===== src/hdl/assert_macros.svh =====
// assertion helpers, compiled out for synthesis
`ifndef ASSERT_MACROS_SVH
`define ASSERT_MACROS_SVH
`ifndef SYNTHESIS
`define ASSERT_RST(lbl, clk, rst, prop) \
   lbl: assert property (@(posedge clk) disable iff (rst) prop) else $error("assertion failed");
`define ASSERT_ALW(lbl, clk, prop) \
   lbl: assert property (@(posedge clk) prop) else $error("assertion failed");
`else
`define ASSERT_RST(lbl, clk, rst, prop)
`define ASSERT_ALW(lbl, clk, prop)
`endif
`endif


===== src/hdl/ttsi_pkg.sv =====
`timescale 1ns / 1ps
`default_nettype none
package ttsi_pkg;

   localparam int DEF_TABLE_DEPTH = 2048;
   localparam int DEF_FRAC_BITS   = 8;

   localparam int SAMPLE_W   = 32;
   localparam int DIST_W     = 33;
   localparam int STEP_W     = 10;
   localparam int ADDR_W     = 11;
   localparam int BASE_W     = 16;
   localparam int CSR_IDX_W  = 2;
   localparam int CSR_DATA_W = 16;

   localparam logic [STEP_W-1:0] STEP_RST = 10'd10;
   localparam logic [ADDR_W-1:0] LAST_RST = 11'd2047;

   localparam logic OP_WRITE   = 1'b0;
   localparam logic OP_CONVERT = 1'b1;

   localparam logic [CSR_IDX_W-1:0] CSR_DESCENDING = 2'd0;
   localparam logic [CSR_IDX_W-1:0] CSR_BASE_VALUE = 2'd1;
   localparam logic [CSR_IDX_W-1:0] CSR_STEP_SIZE  = 2'd2;
   localparam logic [CSR_IDX_W-1:0] CSR_LAST_INDEX = 2'd3;

   typedef struct packed {
      logic                       op;
      logic [ADDR_W-1:0]          entry_addr;
      logic signed [SAMPLE_W-1:0] entry_value;
      logic signed [SAMPLE_W-1:0] sample;
   } req_type;

   typedef struct packed {
      logic signed [SAMPLE_W-1:0] reading;
      logic                       clamped;
   } rsp_type;

   typedef struct packed {
      logic write;
      logic convert;
      logic eval;
      logic mult;
      logic div_init;
      logic div_step;
      logic base;
      logic out;
   } cmd_type;

   typedef struct packed {
      logic stop;
      logic interp;
   } sts_type;

endpackage
`default_nettype wire


===== src/hdl/ttsi_ctrl.sv =====
`timescale 1ns / 1ps
`default_nettype none
`include "assert_macros.svh"
module ttsi_ctrl
   import ttsi_pkg::*;
#(
   parameter int FRAC_BITS = DEF_FRAC_BITS
) (
   input  wire logic    clock,
   input  wire logic    reset,
   input  wire logic    start,
   input  wire logic    op,
   input  wire sts_type sts,
   output cmd_type      cmd,
   output logic         busy,
   output logic         rsp_strobe
);

   localparam int QW = STEP_W + FRAC_BITS;
   localparam int CW = $clog2(QW + 1);

   localparam logic [2:0] S_IDLE  = 3'd0;
   localparam logic [2:0] S_READ  = 3'd1;
   localparam logic [2:0] S_EVAL  = 3'd2;
   localparam logic [2:0] S_MULT  = 3'd3;
   localparam logic [2:0] S_DINIT = 3'd4;
   localparam logic [2:0] S_DIV   = 3'd5;
   localparam logic [2:0] S_BASE  = 3'd6;
   localparam logic [2:0] S_OUT   = 3'd7;

   logic [2:0]    state_ff, state_in;
   logic [CW-1:0] cnt_ff, cnt_in;
   logic          rsp_valid_ff, rsp_valid_in;

   always_comb begin
      state_in     = state_ff;
      cnt_in       = cnt_ff;
      rsp_valid_in = 1'b0;
      cmd          = '0;
      case (state_ff)
         S_IDLE: begin
            if (start) begin
               if (op == OP_CONVERT) begin
                  cmd.convert = 1'b1;
                  state_in    = S_READ;
               end else begin
                  cmd.write = 1'b1;
               end
            end
         end
         S_READ: begin
            state_in = S_EVAL;
         end
         S_EVAL: begin
            cmd.eval = 1'b1;
            if (sts.stop) begin
               state_in = S_BASE;
            end else if (sts.interp) begin
               state_in = S_MULT;
            end else begin
               state_in = S_READ;
            end
         end
         S_MULT: begin
            cmd.mult = 1'b1;
            state_in = S_DINIT;
         end
         S_DINIT: begin
            cmd.div_init = 1'b1;
            cnt_in       = CW'(QW);
            state_in     = S_DIV;
         end
         S_DIV: begin
            cmd.div_step = 1'b1;
            cnt_in       = cnt_ff - CW'(1);
            if (cnt_ff == CW'(1)) begin
               state_in = S_BASE;
            end
         end
         S_BASE: begin
            cmd.base = 1'b1;
            state_in = S_OUT;
         end
         S_OUT: begin
            cmd.out      = 1'b1;
            rsp_valid_in = 1'b1;
            state_in     = S_IDLE;
         end
         default: begin
            state_in = S_IDLE;
         end
      endcase
   end

   always_ff @(posedge clock) begin
      if (reset) begin
         state_ff     <= S_IDLE;
         cnt_ff       <= '0;
         rsp_valid_ff <= 1'b0;
      end else begin
         state_ff     <= state_in;
         cnt_ff       <= cnt_in;
         rsp_valid_ff <= rsp_valid_in;
      end
   end

   assign busy       = (state_ff != S_IDLE);
   assign rsp_strobe = rsp_valid_ff;

   `ASSERT_ALW(a_reset_quiet, clock, reset |=> !rsp_valid_ff && state_ff == S_IDLE)
   `ASSERT_RST(a_strobe_after_out, clock, reset, rsp_valid_ff |-> $past(state_ff) == S_OUT)
   `ASSERT_RST(a_write_idle, clock, reset, cmd.write |-> state_ff == S_IDLE && !cmd.convert)
   `ASSERT_RST(a_div_count, clock, reset, state_ff == S_DIV |-> cnt_ff != '0 && cnt_ff <= CW'(QW))

endmodule
`default_nettype wire


===== config.mk =====
export PLATFORM = sky130hd
export DESIGN_NAME = ttsi_ctrl
export DESIGN_NICKNAME = d
export VERILOG_FILES = /design/src/hdl/ttsi_pkg.sv /design/src/hdl/ttsi_ctrl.sv
export VERILOG_INCLUDE_DIRS = /design/src /design/src/hdl
export SDC_FILE = /design/constraint.sdc
export NUM_CORES = 1
export LEC_CHECK = 0
export ABC_AREA = 1
export ABC_CLOCK_PERIOD_IN_PS = 1900
export CAP_MARGIN = 20
export CORE_AREA = 5 5 42 44
export CTS_CLUSTER_SIZE = 24
export DETAILED_ROUTE_END_ITERATION = 6
export DIE_AREA = 0 0 47 49
export DONT_BUFFER_PORTS = 1
export GPL_TIMING_DRIVEN = 0
export PLACE_DENSITY = 0.54
export SYNTH_ARGS = -nofsm -noshare
export SYNTH_HDL_FRONTEND = slang
export SYNTH_SLANG_ARGS = --single-unit

===== constraint.sdc =====
create_clock -name clock -period 1.9 [get_ports clock]
set_clock_uncertainty 0.2 [all_clocks]
set_input_delay 0.095 -clock clock [delete_from_list [all_inputs] [get_ports clock]]
set_output_delay 0.095 -clock clock [all_outputs]
set_load 0.01 [all_outputs]

== Yosys cells after proc, flatten, opt, wreduce, memory -nomap -nowiden ==
Index checks and enable logic that the tools add are counted.

* Bits in registers: 9
* Bits of input ports: 6
* Output and inout port bits: 10
* Word-level logic and storage cells: 36

* Add/subtract/negate cells: 1
* Equality and inequality tests: 11
* Multiplexer cells: 17
* Reduce and logical (&&, ||, !) cells: 4

{| class="wikitable"
|+ Operators with widths
! kind !! count
|-
| case mux 3 bit (8 select lines) || 1
|-
| equality test 3 bit, second input constant || 4
|-
| two-way mux 3 bit || 4
|-
| case mux 5 bit (2 select lines) || 1
|-
| two-way mux 1 bit || 8
|-
| equality test 3 x 2 -> 1 bit, second input constant || 2
|-
| two-way mux 2 bit || 3
|-
| != test 2 bit, second input constant || 3
|-
| equality test 5 x 1 -> 1 bit, second input constant || 1
|-
| subtractor 5 x 1 -> 5 bit, second input constant || 1
|-
| equality test 3 x 1 -> 1 bit, second input constant || 1
|-
| logical NOT 3 bit || 1
|-
| AND reduction 3 bit || 1
|-
| nonzero test 3 bit || 1
|-
| nonzero test 2 bit || 1
|}

== Logic depth before layout (Yosys ltp) ==
* Word-level depth: 3
* Gate-level depth with buffers: 8
* Depth with buffers taken out: 8

== Worst setup path before layout ==
Ideal clock, no wire load.

* Kind: reg2reg
* Start point: reg cnt_ff[0]
* End point: reg cnt_ff[2]
* Arrival: 993 ps
* Path slack: 591 ps
* Stages on the path, launching flop included: 6
* Cell sequence: dfxtp_1 -> inv_1 -> ha_1 -> or2_2 -> nand3_1 -> a21oi_1

* Word-level cells in the longest chain between the ends: 2

{| class="wikitable"
|+ RTL lines
! item !! RTL line !! RTL
|-
| start: declaration || ttsi_ctrl.sv:32 || <nowiki>logic [CW-1:0] cnt_ff, cnt_in;</nowiki>
|-
| start signal: assignment || ttsi_ctrl.sv:102 || <nowiki>cnt_ff <= cnt_in;</nowiki>
|-
| subtractor 5 x 1 -> 5 bit || ttsi_ctrl.sv:75 || <nowiki>cnt_in = cnt_ff - CW'(1);</nowiki>
|-
| case mux 5 bit (2 select lines) || ttsi_ctrl.sv:40 || <nowiki>case (state_ff)</nowiki>
|}

Every way passes these cells.
A chain may end at the register's enable or synchronous reset.

== Final worst setup path ==
* Start point: reg state_ff[0]
* End point: reg state_ff[1]

* Word-level cells in the longest chain between the ends: 3

{| class="wikitable"
|+ RTL lines
! item !! RTL line !! RTL
|-
| start: declaration || ttsi_ctrl.sv:31 || <nowiki>logic [2:0] state_ff, state_in;</nowiki>
|-
| start signal: assignment || ttsi_ctrl.sv:101 || <nowiki>state_ff <= state_in;</nowiki>
|-
| equality test 3 bit or logical NOT 3 bit (tied branches) || ttsi_ctrl.sv:40 ||
|-
| != test 2 bit (no line) || -- ||
|-
| AND reduction 3 bit (no line) || -- ||
|}

Parallel ways exist; a longest one is shown, timed or not.

==> run_results.csv <==
group,metric,value,unit
outcome,run_status,"finished clean",
worst_setup_path,cp_data_arrival_time,1660,ps
worst_setup_path,timing.critical_path.required,1850,ps
finish,num-nets-final,104,
floorplanning,floorplan.initialDensity,39.9,%
cts,cts_buffers,3,
cts,post_cts_buffers,0,
power_and_ir_drop,vdd_ir_drop_max,0.322,mV
synth,synth.yosys.warnings,0,
route,met1Wirelength,510,um
timing,slew_headroom,75.7,%
timing,layout_worst_path_cycle_share,90.2,%
floorplanning,die-width,47,um
worst_setup_path,crit_path_max_fo,9,
timing,fin_setup_tns,0,ps
timing,finalWorstPathRequiredPeriod,1710,ps
floorplanning,number_of_core_rows,14,
cts,clockRootBuffer,"sky130_fd_sc_hd__clkbuf_4",
route,first_pass_iteration_count_of_the_detailed_router,4,
route,detailroute.wirelength.met3,49,um
route,wirelength,1.19,mm
timing,finalSetupViolCount,0,
global_routing,grtUsageTotal,10.7,%
placed_design,portBuffers,0,
timing,fmax,0.583,GHz
finish,multiInputGateArea,313,sq um
timing,rsz0062_at_grt,"false",
floorplanning,die-height,49,um
global_routing,first_global_vias,477,
route,via_count,531,
synth,synth_compound_area_share,11.0,%
synth,mappedNetlistArea,559,sq um
finish,antenna_cells_inserted,0,
global_routing,grt_first_pass_wirelength,1.84,mm
power_and_ir_drop,power-per-cell-area,695,nW/um^2
cts,clock_sink_count,9,
route,detail_route.iter0.violations,10,
route,viasPerCell,4.78,
worst_setup_path,setup.reg_to_reg.worst_slack,190,ps
finish,mostFrequentLayoutCell,"sky130_fd_sc_hd__nand2_1",
cts,insertion_delay_to_the_later_sink_of_the_worst_skew_pair,260,ps
floorplanning,die-area,2300,sq um
synth,syn_nets,92,
cts,cts.htree.levels,1,
finish,signed_area_change_from_the_synthesized_netlist_to_the_final_layout,25.3,%
synth,synthAdderAreaFrac,4.47,%
finish,fillers,152,
cts,cts_tree,"done",
route,post-route-drc-count,0,
worst_setup_path,crit_startpoint,"state_ff[0]",
placed_design,gp_congestion,0.801,
synth,synthesis.area_per_instance,6.66,sq um
synth,synth_top_family_by_area,"simple AND/OR/NAND/NOR gates",
worst_setup_path,worst_setup_path_end_kind,"flop",
finish,layout.area.seq,183,sq um
min_path,min-delay-start,"op",
synth,yosys.area_share.xor_xnor,0,%
floorplanning,design.portCount,16,
timing,hold_viol,0,
timing,transition_time_of_the_tightest_slew_check_pin,362,ps
synth,netlist-cell-type-count,20,
synth,mux_cell_area_share_after_synthesis,0,%
worst_setup_path,timing.rr.start,"state_ff[0]",
flow_run,max_cap_violations,0,
placed_design,place_hpwl,849,um
min_path,min-delay-path-class,"in -> out",
route,highest-signal-layer,"met4",
global_routing,antenna_found_initial,0,
finish,most-common-layout-cells,"sky130_fd_sc_hd__nand2_1 (17), sky130_fd_sc_hd__nor2_1 (14), sky130_fd_sc_hd__inv_1 (11)",
global_routing,grt_remaining_overflow,0,
placed_design,placedCellCount,100,
synth,yosys.area_share.simple,36.5,%
timing,finalMaxSlewViolations,0,
route,final_antenna_net_count,0,
cts,ctsLongestPathBuffers,2,
floorplanning,core-area,1400,sq um
route,routed-wl-met2,601,um
finish,layout-drive-gt1-share,21.1,%
synth,synth-seq-cells,9,
route,route.detailed.wl_per_inst,10.7,um
finish,finalNonFillerCells,111,
power_and_ir_drop,p_leak,0.326,nW
global_routing,pin_count_of_the_biggest_net_entering_global_routing,10,
synth,ys_seq_area_share,32.2,%
cts,clock_pin_slew_worst_setup_and_hold_paths,60,ps
worst_setup_path,worstSetupStartpointType,"flop",
worst_setup_path,crit_type,"reg -> reg",
synth,post_synth_inst_count,84,
==> state kept, by name (all words and copies together), names as in the netlist <==
| register | count |
|---|---|
| cnt_ff | 5 |
| state_ff | 3 |
| rsp_strobe | 1 |
==> cell families after synthesis <==
| kind of cell | Yosys count |
|---|---|
| fa+ha+maj | 2 |
| buf+inv | 18 |
| flops | 9 |
| simple gates | 44 |
| compound gates | 11 |
==> cell type report <==
cell class	count	area share, %
sequential	9	26.1
timing repair buffer	7	10.0
buffer	3	4.29
tap	16	2.86
inverter	15	8.39
multi-input combinational	57	44.6
clock buffer	4	3.75
==> critical path, stage by stage (launching register included) <==
cell and delay (ps):
sky130_fd_sc_hd__dfxtp_1 310, sky130_fd_sc_hd__buf_6 140, sky130_fd_sc_hd__nor3_4 200, sky130_fd_sc_hd__nand2_1 100
sky130_fd_sc_hd__dlygate4sd3_1 570, sky130_fd_sc_hd__nand2_1 60, sky130_fd_sc_hd__nor3_1 40
==> layer usage <==
layer  vias up  track usage [%]
met2        10             17.4
met1       234             12.3
met3         5             2.58
met4         0             5.53
met5         -                0
li1        282                -
==> synthesized netlist by cell type <==
cell                       number  area share, %
sky130_fd_sc_hd__a21boi_1       2            2.7
sky130_fd_sc_hd__a21oi_1        5            4.5
sky130_fd_sc_hd__a31oi_1        1            1.1
sky130_fd_sc_hd__buf_4          1            1.3
sky130_fd_sc_hd__buf_6          2            4.0
sky130_fd_sc_hd__dfxtp_1        9             32
sky130_fd_sc_hd__ha_1           2            4.5
sky130_fd_sc_hd__inv_1         12            8.1
sky130_fd_sc_hd__inv_2          2            1.3
sky130_fd_sc_hd__inv_4          1            1.1
sky130_fd_sc_hd__nand2_1       17             11
sky130_fd_sc_hd__nand2_2        3            3.4
sky130_fd_sc_hd__nand3_1        2            1.8
sky130_fd_sc_hd__nand3_4        1            3.1
sky130_fd_sc_hd__nor2_1        14            9.4
sky130_fd_sc_hd__nor3_1         5            4.5
sky130_fd_sc_hd__nor3_2         1            1.8
sky130_fd_sc_hd__o21ai_0        1           0.89
sky130_fd_sc_hd__o21ai_1        2            1.8
sky130_fd_sc_hd__or2_2          1            1.1
==> path summary, 6_finish.rpt <==
check | cells after the start | endpoint
max | 6 | state_ff[1]
min | 1 | cmd[7]
max reg2reg | 6 | state_ff[1]
min reg2reg | 1 | cnt_ff[0]
==> what timing repair did <==
item	CTS	global route
setup endpoints to repair	0	1
gates resized for setup	0	7
endpoints found under the hold margin	9	1
hold buffers	6	2
==> through the flow <==
stage	hold WS [ps]	power, mW	setup WS [ps]	instance area [sq um]	utilization, %
final	40.4	0.487	186	701	50.0
after global routing	42.5	0.521	70.8	701	50.0
after CTS	41.8	0.482	44.1	666	47.5
after detailed placement	-32.9	0.311	537	579	41.3
after global placement	-32.0	0.310	543	579	41.3
after floorplan	-35.9	0.296	591	559	-
==> power by group <==
| group | total (mW) | leakage (nW) | switching [mW] | internal (mW) |
|---|---|---|---|---|
| combinational | 0.127 | 0.237 | 0.0713 | 0.0559 |
| clock | 0.153 | 0.0150 | 0.0720 | 0.0812 |
| sequential | 0.207 | 0.0739 | 0.00745 | 0.199 |
Note: power is estimated with default switching activity, not from simulation.
